### config.mk
export PLATFORM = sky130hd
export DESIGN_NAME = rgb_to_hsl_converter_top
export DESIGN_NICKNAME = d
export VERILOG_FILES = /design/src/sv/rgb2hsl_pkg.sv /design/src/sv/rgb2hsl_divider.sv /design/src/sv/rgb_to_hsl_converter_top.sv
export SDC_FILE = /design/constraint.sdc
export NUM_CORES = 1
export LEC_CHECK = 0
export BUFFER_PORTS_ARGS = -buffer_cell sky130_fd_sc_hd__buf_4
export CAP_MARGIN = 20
export CORE_UTILIZATION = 40
export DETAILED_ROUTE_END_ITERATION = 10
export SLEW_MARGIN = 0
export SYNTH_ARGS = -nofsm -noshare
export SYNTH_HDL_FRONTEND = slang
export SYNTH_SLANG_ARGS = --single-unit
### constraint.sdc
create_clock -name clk -period 7.7 [get_ports clk]
set_input_delay 0 -clock clk [delete_from_list [all_inputs] [get_ports clk]]
set_output_delay 0 -clock clk [all_outputs]
set_load 0.005 [all_outputs]
### src/sv/rgb2hsl_pkg.sv
// ----------------------------------------------------------------------------
// RGB to HSL converter package
// Shared widths, the stage enable bundle for the pipelined divider and the
// reciprocal constants of the lightness path.
// ----------------------------------------------------------------------------
`default_nettype none

package rgb2hsl_pkg;

	// Dividend, divisor and quotient widths of the shared divider lanes.
	localparam int NUM_W     = 18;
	localparam int DEN_W     = 10;
	localparam int QUO_W     = 9;
	// Quotient bits resolved in each divider stage.
	localparam int STEP_BITS = 3;

	// Lightness is floor((20*sum + 51) / 102), taken as a multiply by a scaled
	// reciprocal of 102. The numerator stays below 10252, for which the product
	// shifted right by LIGHT_SHIFT is exact.
	localparam int                     LIGHT_NUM_W  = 14;
	localparam int                     LIGHT_PROD_W = 2 * LIGHT_NUM_W;
	localparam int                     LIGHT_SHIFT  = 20;
	localparam logic [LIGHT_NUM_W-1:0] LIGHT_RECIP  = 14'd10281;

	// Load enables of the three divider stages.
	typedef struct packed {
		logic s3;
		logic s4;
		logic s5;
	} div_en_t;

endpackage

`default_nettype wire

### src/sv/rgb2hsl_divider.sv
// ----------------------------------------------------------------------------
// RGB to HSL divider lane
// Restoring divider over three register stages, three quotient bits each.
// The quotient must fit in QUO_W bits, i.e. the top dividend bits are below
// the divisor.
// ----------------------------------------------------------------------------
`default_nettype none

module rgb2hsl_divider
	import rgb2hsl_pkg::*;
(
	input  wire logic             clk,
	input  wire div_en_t          en,
	input  wire logic [NUM_W-1:0] num,
	input  wire logic [DEN_W-1:0] den,
	output logic      [QUO_W-1:0] quo
);

	// Three restoring steps; returns the new remainder over the quotient bits.
	function automatic logic [DEN_W+STEP_BITS-1:0] div_step(
		input logic [DEN_W-1:0]     rem_in,
		input logic [STEP_BITS-1:0] bits,
		input logic [DEN_W-1:0]     dvs
	);
		logic [DEN_W:0]       t;
		logic [DEN_W-1:0]     r;
		logic [STEP_BITS-1:0] q;
		r = rem_in;
		q = '0;
		for (int i = 0; i < STEP_BITS; i++) begin
			t = {r, bits[STEP_BITS-1-i]};
			if (t >= {1'b0, dvs}) begin
				t = t - {1'b0, dvs};
				q[STEP_BITS-1-i] = 1'b1;
			end
			r = t[DEN_W-1:0];
		end
		return {r, q};
	endfunction

	logic [DEN_W+STEP_BITS-1:0] step3, step4, step5;

	logic [DEN_W-1:0]       rem_s3, rem_s4;
	logic [DEN_W-1:0]       den_s3, den_s4;
	logic [2*STEP_BITS-1:0] low_s3;
	logic [STEP_BITS-1:0]   low_s4;
	logic [STEP_BITS-1:0]   quo_s3;
	logic [2*STEP_BITS-1:0] quo_s4;
	logic [QUO_W-1:0]       quo_s5;

	// Each stage resolves the next three dividend bits.
	always_comb begin
		step3 = div_step({1'b0, num[NUM_W-1:QUO_W]}, num[QUO_W-1:2*STEP_BITS], den);
		step4 = div_step(rem_s3, low_s3[2*STEP_BITS-1:STEP_BITS], den_s3);
		step5 = div_step(rem_s4, low_s4, den_s4);
	end

	// Stage registers move only when their stage is allowed to load.
	always_ff @(posedge clk) begin
		if (en.s3) begin
			rem_s3 <= step3[DEN_W+STEP_BITS-1:STEP_BITS];
			quo_s3 <= step3[STEP_BITS-1:0];
			low_s3 <= num[2*STEP_BITS-1:0];
			den_s3 <= den;
		end
		if (en.s4) begin
			rem_s4 <= step4[DEN_W+STEP_BITS-1:STEP_BITS];
			quo_s4 <= {quo_s3, step4[STEP_BITS-1:0]};
			low_s4 <= low_s3[STEP_BITS-1:0];
			den_s4 <= den_s3;
		end
		if (en.s5) begin
			quo_s5 <= {quo_s4, step5[STEP_BITS-1:0]};
		end
	end

	assign quo = quo_s5;

endmodule

`default_nettype wire

### src/sv/rgb_to_hsl_converter_top.sv
// ----------------------------------------------------------------------------
// RGB to HSL converter
// Converts one 8-bit RGB pixel word into hue in degrees and saturation and
// lightness in percent, each rounded to nearest with ties upward.
//
// Usage:
// - The input channel (in_valid, in_stall, red, green, blue) takes one pixel
//   word per cycle; a word is taken when in_valid is high and in_stall low.
// - The output channel (out_valid, out_stall, hue, saturation, lightness)
//   delivers one result word per pixel, in order.
// - Stages: the first finds the channel extremes, the second the numerators
//   and divisors, and the third to fifth form the hue and saturation divider
//   lanes, which resolve three quotient bits per stage. Lightness is a
//   reciprocal multiply in the third stage, carried along to the fifth.
// - The five-stage pipeline takes one pixel per cycle while in_stall is low.
// - When the receiver stalls, the last stage holds its word; bubbles in the
//   earlier stages still fill, and in_stall rises only once every stage holds
//   a word.
// - Reset clears all valid bits; no result is presented until a new pixel
//   has passed through.
// ----------------------------------------------------------------------------
`default_nettype none

module rgb_to_hsl_converter_top
	import rgb2hsl_pkg::*;
(
	input  wire logic       clk,
	input  wire logic       arst_n,
	input  wire logic       in_valid,
	output logic            in_stall,
	input  wire logic [7:0] red,
	input  wire logic [7:0] green,
	input  wire logic [7:0] blue,
	output logic            out_valid,
	input  wire logic       out_stall,
	output logic [8:0]      hue,
	output logic [6:0]      saturation,
	output logic [6:0]      lightness
);

	typedef enum logic [1:0] {
		SEC_RED,
		SEC_GREEN,
		SEC_BLUE
	} sector_t;

	// Stage valid bits and load enables.
	logic valid_s1, valid_s2, valid_s3, valid_s4, valid_s5;
	logic ready1, ready2, ready3, ready4, ready5;
	div_en_t div_en;

	// First stage: extremes and sector.
	logic [7:0]        mx, mn;
	sector_t           sector;
	logic signed [8:0] diff;

	logic [7:0]        d_s1;
	logic [8:0]        sum_s1;
	sector_t           sector_s1;
	logic signed [8:0] diff_s1;

	// Second stage: numerators and divisors.
	logic signed [18:0]     d_ext, diff_ext, hnum;
	logic [8:0]             sden_half;
	logic [NUM_W-1:0]       hnum_div, snum_div;
	logic [LIGHT_NUM_W-1:0] lnum_div;
	logic [DEN_W-1:0]       hden_div, sden_div;

	logic [NUM_W-1:0]       hnum_s2, snum_s2;
	logic [LIGHT_NUM_W-1:0] lnum_s2;
	logic [DEN_W-1:0]       hden_s2, sden_s2;
	logic                   grey_s2, grey_s3, grey_s4, grey_s5;

	// Lightness path from the third stage on.
	logic [LIGHT_PROD_W-1:0] light_prod;
	logic [6:0]              light_s3, light_s4, light_s5;

	logic [QUO_W-1:0] hue_quo, sat_quo;

	// A stage loads when it is empty or the next one loads.
	always_comb begin
		ready5    = !valid_s5 || !out_stall;
		ready4    = !valid_s4 || ready5;
		ready3    = !valid_s3 || ready4;
		ready2    = !valid_s2 || ready3;
		ready1    = !valid_s1 || ready2;
		in_stall  = !ready1;
		div_en.s3 = ready3;
		div_en.s4 = ready4;
		div_en.s5 = ready5;
	end

	// Largest channel wins ties in the order red, green, blue.
	always_comb begin
		if (red >= green && red >= blue) begin
			sector = SEC_RED;
			mx     = red;
			diff   = $signed({1'b0, green}) - $signed({1'b0, blue});
		end else if (green >= blue) begin
			sector = SEC_GREEN;
			mx     = green;
			diff   = $signed({1'b0, blue}) - $signed({1'b0, red});
		end else begin
			sector = SEC_BLUE;
			mx     = blue;
			diff   = $signed({1'b0, red}) - $signed({1'b0, green});
		end
		mn = red;
		if (green < mn) begin
			mn = green;
		end
		if (blue < mn) begin
			mn = blue;
		end
	end

	// Numerators are doubled and offset by the divisor for round-half-up.
	always_comb begin
		d_ext    = $signed({11'b0, d_s1});
		diff_ext = {{10{diff_s1[8]}}, diff_s1};
		case (sector_s1)
			SEC_RED:   hnum = diff_ext * 19'sd60;
			SEC_GREEN: hnum = d_ext * 19'sd120 + diff_ext * 19'sd60;
			SEC_BLUE:  hnum = d_ext * 19'sd240 + diff_ext * 19'sd60;
			default:   hnum = '0;
		endcase
		if (sector_s1 == SEC_RED && hnum < 0) begin
			hnum = hnum + d_ext * 19'sd360;
		end
		hnum_div = {hnum[16:0], 1'b0} + {10'b0, d_s1};
		hden_div = {1'b0, d_s1, 1'b0};

		if (sum_s1 < 9'd255) begin
			sden_half = sum_s1;
		end else begin
			sden_half = 9'd510 - sum_s1;
		end
		snum_div = NUM_W'(d_s1) * NUM_W'(200) + NUM_W'(sden_half);
		sden_div = {sden_half, 1'b0};

		// Rounded sum*100/510 reduces to floor((20*sum + 51) / 102).
		lnum_div = LIGHT_NUM_W'(sum_s1) * LIGHT_NUM_W'(20) + LIGHT_NUM_W'(51);
	end

	// Division of the lightness numerator by 102 through its reciprocal.
	always_comb begin
		light_prod = LIGHT_PROD_W'(lnum_s2) * LIGHT_PROD_W'(LIGHT_RECIP);
	end

	// Valid bits of every stage.
	always_ff @(posedge clk or negedge arst_n) begin
		if (!arst_n) begin
			valid_s1 <= 1'b0;
			valid_s2 <= 1'b0;
			valid_s3 <= 1'b0;
			valid_s4 <= 1'b0;
			valid_s5 <= 1'b0;
		end else begin
			if (ready1) begin
				valid_s1 <= in_valid;
			end
			if (ready2) begin
				valid_s2 <= valid_s1;
			end
			if (ready3) begin
				valid_s3 <= valid_s2;
			end
			if (ready4) begin
				valid_s4 <= valid_s3;
			end
			if (ready5) begin
				valid_s5 <= valid_s4;
			end
		end
	end

	// Payload registers of the first two stages, the grey flag and lightness.
	always_ff @(posedge clk) begin
		if (ready1) begin
			d_s1      <= mx - mn;
			sum_s1    <= {1'b0, mx} + {1'b0, mn};
			sector_s1 <= sector;
			diff_s1   <= diff;
		end
		if (ready2) begin
			hnum_s2 <= hnum_div;
			hden_s2 <= hden_div;
			snum_s2 <= snum_div;
			sden_s2 <= sden_div;
			lnum_s2 <= lnum_div;
			grey_s2 <= (d_s1 == 8'd0);
		end
		if (ready3) begin
			grey_s3  <= grey_s2;
			light_s3 <= light_prod[LIGHT_SHIFT +: 7];
		end
		if (ready4) begin
			grey_s4  <= grey_s3;
			light_s4 <= light_s3;
		end
		if (ready5) begin
			grey_s5  <= grey_s4;
			light_s5 <= light_s4;
		end
	end

	// Two divider lanes run side by side.
	rgb2hsl_divider u_hue_div (
		.clk (clk),
		.en  (div_en),
		.num (hnum_s2),
		.den (hden_s2),
		.quo (hue_quo)
	);

	rgb2hsl_divider u_sat_div (
		.clk (clk),
		.en  (div_en),
		.num (snum_s2),
		.den (sden_s2),
		.quo (sat_quo)
	);

	// A grey pixel has zero hue and saturation.
	always_comb begin
		out_valid  = valid_s5;
		hue        = grey_s5 ? 9'd0 : hue_quo;
		saturation = grey_s5 ? 7'd0 : sat_quo[6:0];
		lightness  = light_s5;
	end

endmodule

`default_nettype wire

==> results of run 1 <==
==> metal layers <==
| layer | wire length [microns] | share of wire (%) | vias up |
|---|---|---|---|
| li1 | - | - | 9711 |
| met1 | 26300 | 45 | 9243 |
| met2 | 28700 | 50 | 327 |
| met3 | 1730 | 3.0 | 70 |
| met4 | 1070 | 1.8 | 0 |
| met5 | 0 | 0 | - |
==> sequential cells by signal (all words and copies together), names as in the netlist, 6 cells and up <==
signal and count:
d_s1 8, u_sat_div.den_s3 6, lnum_s2 11, u_hue_div.quo 9, u_sat_div.den_s4 7, u_hue_div.rem_s4 10
light_s3 7, u_hue_div.rem_s3 10, light_s4 7, sum_s1 8, sden_s2 9, lightness 7
u_sat_div.rem_s3 10, snum_s2 14, u_sat_div.quo 7, hnum_s2 17, diff_s1 9, u_hue_div.den_s4 6
u_hue_div.quo_s4 6, u_sat_div.low_s3 6, u_sat_div.rem_s4 10
==> cell families after synthesis <==
| kind of cell | synth area share [%] |
|---|---|
| adders and majority gates | 28.2 |
| AOI/OAI and AO/OA | 15.3 |
| buffers and inverters | 5.97 |
| DFF | 25.9 |
| xor gates and xnor gates | 7.79 |
| and+or+nand+nor | 10.9 |
| muxes | 5.95 |
==> stage by stage <==
step                hold WS (ns)  setup TNS (ns)  utilization [%]  instance area, sq um  std cells
floorplan                 -0.296               0                -                 25500       2661
detailed placement        -0.193           -1.28             43.2                 27200       3572
finish                    0.0308               0             44.9                 28300       3641
CTS                      0.00470               0             44.6                 28100       3626
global route              0.0381          -0.404             44.9                 28300       3641
global placement          -0.193               0             43.1                 27100       3570
==> critical path: cells and delay by family, from the launching register on <==
kind                     cells  cell delay, ns
multiplexers                 3            1.10
flip-flops                   1            0.44
adder cells (fa/ha/maj)      4            1.25
buffers and inverters        2            0.24
AND/OR/NAND/NOR              2            0.26
AO/OA/AOI/OAI               20            3.83
==> path summary, 6_finish.rpt <==
kind                                          startpoint  depth (start not counted)                             to
setup / recovery           u_sat_div.low_s3[0]$_DFFE_PP_                         31  u_sat_div.rem_s4[7]$_DFFE_PP_
hold / removal                                  green[0]                          4           diff_s1[0]$_DFFE_PN_
setup reg to reg           u_sat_div.low_s3[0]$_DFFE_PP_                         31  u_sat_div.rem_s4[7]$_DFFE_PP_
hold reg to reg                     snum_s2[5]$_DFFE_PP_                          0  u_sat_div.low_s3[5]$_DFFE_PP_
max in group asynchronous                         arst_n                          3           valid_s1$_DFFE_PN0N_
min in group asynchronous                         arst_n                          3           valid_s4$_DFFE_PN0P_
==> final cells by class <==
class	instances	area (sq um)	share of cell area [%]
clock inverters	10	123	0.434
inverters	381	1430	5.06
multi-input cells	2035	17500	61.8
clock buffers	34	689	2.44
repair buffers	114	903	3.19
flip-flops and latches	221	6610	23.4
well taps	846	1060	3.74
==> placed cells by master (no fill, tap or decap), types with 42 or more instances in the layout <==
cell      netlist  final
a21o_1        101    101
a21oi_1       163    154
buf_4           0    106
edfxtp_1      216    216
fa_1           80     80
ha_1          446    446
inv_1         378    376
mux2_2         76     76
mux2i_1        66     66
nand2_1       114    113
nand2b_1       42     42
nand4_1        45     45
nor2_1        152    152
nor2b_1        52     52
o21ai_0       118    113
xnor2_1       147    147
xor2_1         77     76
==> timing repair <==
item                                    4_1_cts  5_1_grt
hold buffers                                  6        0
resized for setup                             1       26
pin swaps                                     1        7
endpoints found under the setup margin       14       43
cloned                                        0        0
endpoints found under the hold margin         9        0
buffers inserted                              4       15
==> results.sh, run 1 <==
export IMPL_drive_gt1_share_pct=9.55
export IMPL_grt_pass1_wl_mm=96.2
export IMPL_ys_ff_latch=221
export IMPL_syn_avg_cell_area_sq_um=9.58
export IMPL_critPathArrivalTime_ns=7.70
export IMPL_reg2reg_slack_ns=0.31
export IMPL_gp_congestion=0.898
export IMPL_use_met3_pct=1.96
export IMPL_busiest_layer="met2"
export IMPL_cp_slowest_cell="edfxtp_1"
export IMPL_nNetsFinal=3332
export IMPL_grt_total_usage_pct=18.2
export IMPL_clockBufferDepth=3
export IMPL_slew_viol_final=0
export IMPL_yosysMostFrequentCell="ha_1"
export IMPL_vias=19400
export IMPL_crit_path_frequent_cell="a21o_1"
export IMPL_syn_num_nets=3215
export IMPL_numClockSinks=221
export IMPL_fillerInstances=5987
export IMPL_synthFlopType="edfxtp_1"
export IMPL_core_area_sq_um=63000
export IMPL_synth_top_cell_area_share_pct=25.4
export IMPL_grt_pass1_vias=19900
export IMPL_setup_viol=0
export IMPL_postRouteWirelength_mm=57.8
export IMPL_yosysWarnings=0
export IMPL_avgViaCountPerCell=5.31
export IMPL_worst_path_max_fanout=5
export IMPL_fmax_mhz=135
export IMPL_tritoncts="yes"
export IMPL_die_h_microns=254
export IMPL_route_detailed_drc=0
export IMPL_dr_pass1_iters=6
export IMPL_finalCritPeriodShare_pct=96.0
export IMPL_wl_per_cell_microns=15.9
export IMPL_grt_use_met1_pct=22.5
export IMPL_slew_headroom_pct=38.4
export IMPL_synthesis_area_sq_um=25500
export IMPL_ctsRootBufferMaster="clkbuf_16"
export IMPL_clock_latency_ns=0.57
export IMPL_yosys_top_cells_area="edfxtp_1 25%, ha_1 22%, fa_1 6.3%"
export IMPL_hpwl_mm=48.2
export IMPL_start_kind="flop"
export IMPL_dr_first_iter_drc_count=993
export IMPL_die_x_microns=254
export IMPL_clkSlewWorstSetupHoldPaths_ns=0.06
export IMPL_max_stage_delay_ns=0.44
export IMPL_cts_buffers=25
export IMPL_synth_cell_type_count=81
export IMPL_outcome="complete, no violations"
export IMPL_critPathCaptureType="flop"
export IMPL_io_pins=53
export IMPL_synthArstFlopShare_pct=2.26
export IMPL_syn_inst=2661
export IMPL_ys_seq_area_share_pct=25.9
export IMPL_hold_violations=0
export IMPL_setup_worst_path_class="reg2reg"
export IMPL_fin_skew_ns=0.0235
export IMPL_diodes=0
export IMPL_maxCapViolCount=0
export IMPL_period_needed_ns=7.39
export IMPL_timing_final_ws_setup_ns=0.311
export IMPL_dp_slack_ns=-0.135
export IMPL_dieArea_sq_um=64700
export IMPL_grt_start_max_net_pins=59
export IMPL_use_met2_pct=33.6
export IMPL_synth_edf_count=216
export IMPL_rows=92
export IMPL_tightest_slew_ns=0.924
export IMPL_hp_class="in2reg"
export IMPL_required_ns=8.01
export IMPL_area_growth_pct=10.9
export IMPL_synth_common_cells="446 x ha_1, 378 x inv_1, 216 x edfxtp_1"
export IMPL_htree_levels=1
export IMPL_grt_antenna_before_repair=0
export IMPL_numPortBuffers=52
export IMPL_yosysTopAreaCell="edfxtp_1"
export IMPL_start_util_pct=40.5
export IMPL_ant_nets=0
export IMPL_overflow=0
Power of run 1 is left out: the tool's default activity adds up to more than one toggle a clock period on the data nets, which glitch-free logic cannot reach.
==> run 2: changes to the inputs <==
- CTS_CLUSTER_DIAMETER: unset -> 30
- RECOVER_POWER: unset -> 50
==> run 2 against run 1 <==
The flow now finishes with violations (hold timing, capacitance limit, slew limit). Setup slack improved by 0.035 ns. Utilization rose by 1.6 points. Critical path depth rose by 1. Non-clock buffer count fell by 2. Final cell count rose by 1.5%. Sequential cell count did not move. Clock skew rose by 0.034 ns. Critical path type unchanged. Largest cell class unchanged.
==> results.sh, run 2 (synthesis results as in run 1) <==
export IMPL_outcome="finished with violations"
export IMPL_violations="hold timing, capacitance limit, slew limit"
export IMPL_overflow=0
export IMPL_finalCritPeriodShare_pct=95.5
export IMPL_numPortBuffers=52
export IMPL_drive_gt1_share_pct=10.6
export IMPL_grt_pass1_wl_mm=97.0
export IMPL_setup_worst_path_class="reg2reg"
export IMPL_r2r_end="u_sat_div.rem_s4[7]$_DFFE_PP_"
export IMPL_die_x_microns=254
export IMPL_required_ns=8.02
export IMPL_vias=19600
export IMPL_avgViaCountPerCell=5.30
export IMPL_io_pins=53
export IMPL_core_area_sq_um=63000
export IMPL_clockBufferDepth=3
export IMPL_htree_levels=2
export IMPL_diodes=0
export IMPL_rows=92
export IMPL_timing_final_ws_setup_ns=0.346
export IMPL_placed_cell_area_sq_um=27200
export IMPL_die_h_microns=254
export IMPL_critPathCaptureType="flop"
export IMPL_startpoint="u_sat_div.rem_s3[0]$_DFFE_PP_"
export IMPL_ant_nets=0
export IMPL_start_kind="flop"
export IMPL_setup_tns_ns=0
export IMPL_slew_headroom_pct=-124
export IMPL_utilization_pct=46.5
export IMPL_dr_first_iter_drc_count=1047
export IMPL_ff2ff_path_depth=32
export IMPL_setup_viol=0
export IMPL_start_util_pct=40.5
export IMPL_reg2reg_from="u_sat_div.rem_s3[0]$_DFFE_PP_"
export IMPL_final_common_cell="ha_1"
export IMPL_area_growth_pct=14.9
export IMPL_final_cell_mix="446 x ha_1, 377 x inv_1, 216 x edfxtp_1"
export IMPL_fillerInstances=5885
export IMPL_ctsRootBufferMaster="clkbuf_16"
export IMPL_tightest_slew_ns=3.36
export IMPL_fmax_mhz=136
export IMPL_worst_path_max_fanout=4
export IMPL_grt_start_max_net_pins=59
export IMPL_grt_antenna_before_repair=0
export IMPL_fin_hold_ws_ns=-0.0541
export IMPL_maxCapViolCount=4
export IMPL_cp_slowest_cell="fa_1"
export IMPL_wl_per_cell_microns=15.8
export IMPL_clock_latency_ns=0.60
export IMPL_dieArea_sq_um=64700
export IMPL_dr_pass1_iters=5
export IMPL_reg2reg_slack_ns=0.35
export IMPL_dp_slack_ns=-0.135
export IMPL_final_area_sq_um=29300
export IMPL_slew_viol_final=176
export IMPL_top_register="hnum_s2"
export IMPL_grt_total_usage_pct=18.4
export IMPL_crit_path_frequent_cell="a21o_1"
export IMPL_largest_reg_flops=17
export IMPL_hold_violations=8
export IMPL_crit_end="u_sat_div.rem_s4[7]$_DFFE_PP_"
export IMPL_hp_class="in2reg"
export IMPL_grt_pass1_vias=20200
export IMPL_cts_buffers=53
export IMPL_critPathArrivalTime_ns=7.67
export IMPL_clkSlewWorstSetupHoldPaths_ns=0.05
export IMPL_numClockSinks=221
export IMPL_postRouteWirelength_mm=58.4
export IMPL_fin_skew_ns=0.0574
export IMPL_max_stage_delay_ns=0.40
export IMPL_gp_congestion=0.898
export IMPL_hpwl_mm=48.2
export IMPL_route_detailed_drc=0
export IMPL_nNetsFinal=3358
export IMPL_tritoncts="yes"
export IMPL_period_needed_ns=7.35
export IMPL_largestRegisters="hnum_s2: 17 flops, snum_s2: 14 flops, lnum_s2: 11 flops"
-- run 2: per-stage QoR --
step | hold WS (ns) | instances
global placement | -0.193 | 3570
floorplan | -0.296 | 2661
CTS | 0.00157 | 3682
detailed placement | -0.193 | 3572
global route | -0.0398 | 3694
finish | -0.0541 | 3694
-- run 2: worst min-delay path by stage --
| stage | from | cells past startpoint | end | slack, ns |
|---|---|---|---|---|
| final | out_stall | 2 | u_hue_div.quo[1]$_DFFE_PP_ | -0.05 |
| after detailed placement | arst_n | 1 | out_valid$_DFFE_PN0P_ | -0.19 |
| after global routing | out_stall | 2 | u_hue_div.quo[1]$_DFFE_PP_ | -0.04 |
| after global placement | arst_n | 1 | out_valid$_DFFE_PN0P_ | -0.19 |
| after CTS | out_stall | 2 | u_sat_div.quo[3]$_DFFE_PP_ | 0.002 |
| after floorplan | arst_n | 0 | out_valid$_DFFE_PN0P_ | -0.30 |
-- run 2: final cells by class --
cell class / instances / area (sq um) / share of cell area (%)
clock buffers: 58 / 1350 / 4.59
clock inverters: 41 / 556 / 1.90
inverters: 381 / 1430 / 4.88
multi-input cells: 2035 / 17500 / 59.7
flip-flops and latches: 221 / 6610 / 22.6
well taps: 846 / 1060 / 3.61
repair buffers: 112 / 806 / 2.75
-- run 2: per-layer routing --
metal | vias to the layer above | wire [microns] | track usage, %
met3 | 90 | 1990 | 2.46
met4 | 0 | 1160 | 4.72
met1 | 9335 | 26400 | 22.4
li1 | 9812 | - | -
met5 | - | 0 | 0
met2 | 343 | 28900 | 33.7
-- run 2: timing repair --
item	CTS	global route
setup buffers	4	12
setup endpoints to repair	14	43
gates resized for setup	1	29
hold buffers	7	0
endpoints found under the hold margin	9	0
pin swaps	1	7
-- run 2: critical path, delay by kind of cell (launching register included) --
family / cells / cell delay (ns)
flip-flops: 1 / 0.35
buffers and inverters: 3 / 0.31
AND/OR/NAND/NOR: 2 / 0.26
multiplexers: 3 / 1.10
AO/OA/AOI/OAI: 20 / 3.83
adder cells (fa/ha/maj): 4 / 1.21
Power of run 2 is left out for the same reason.
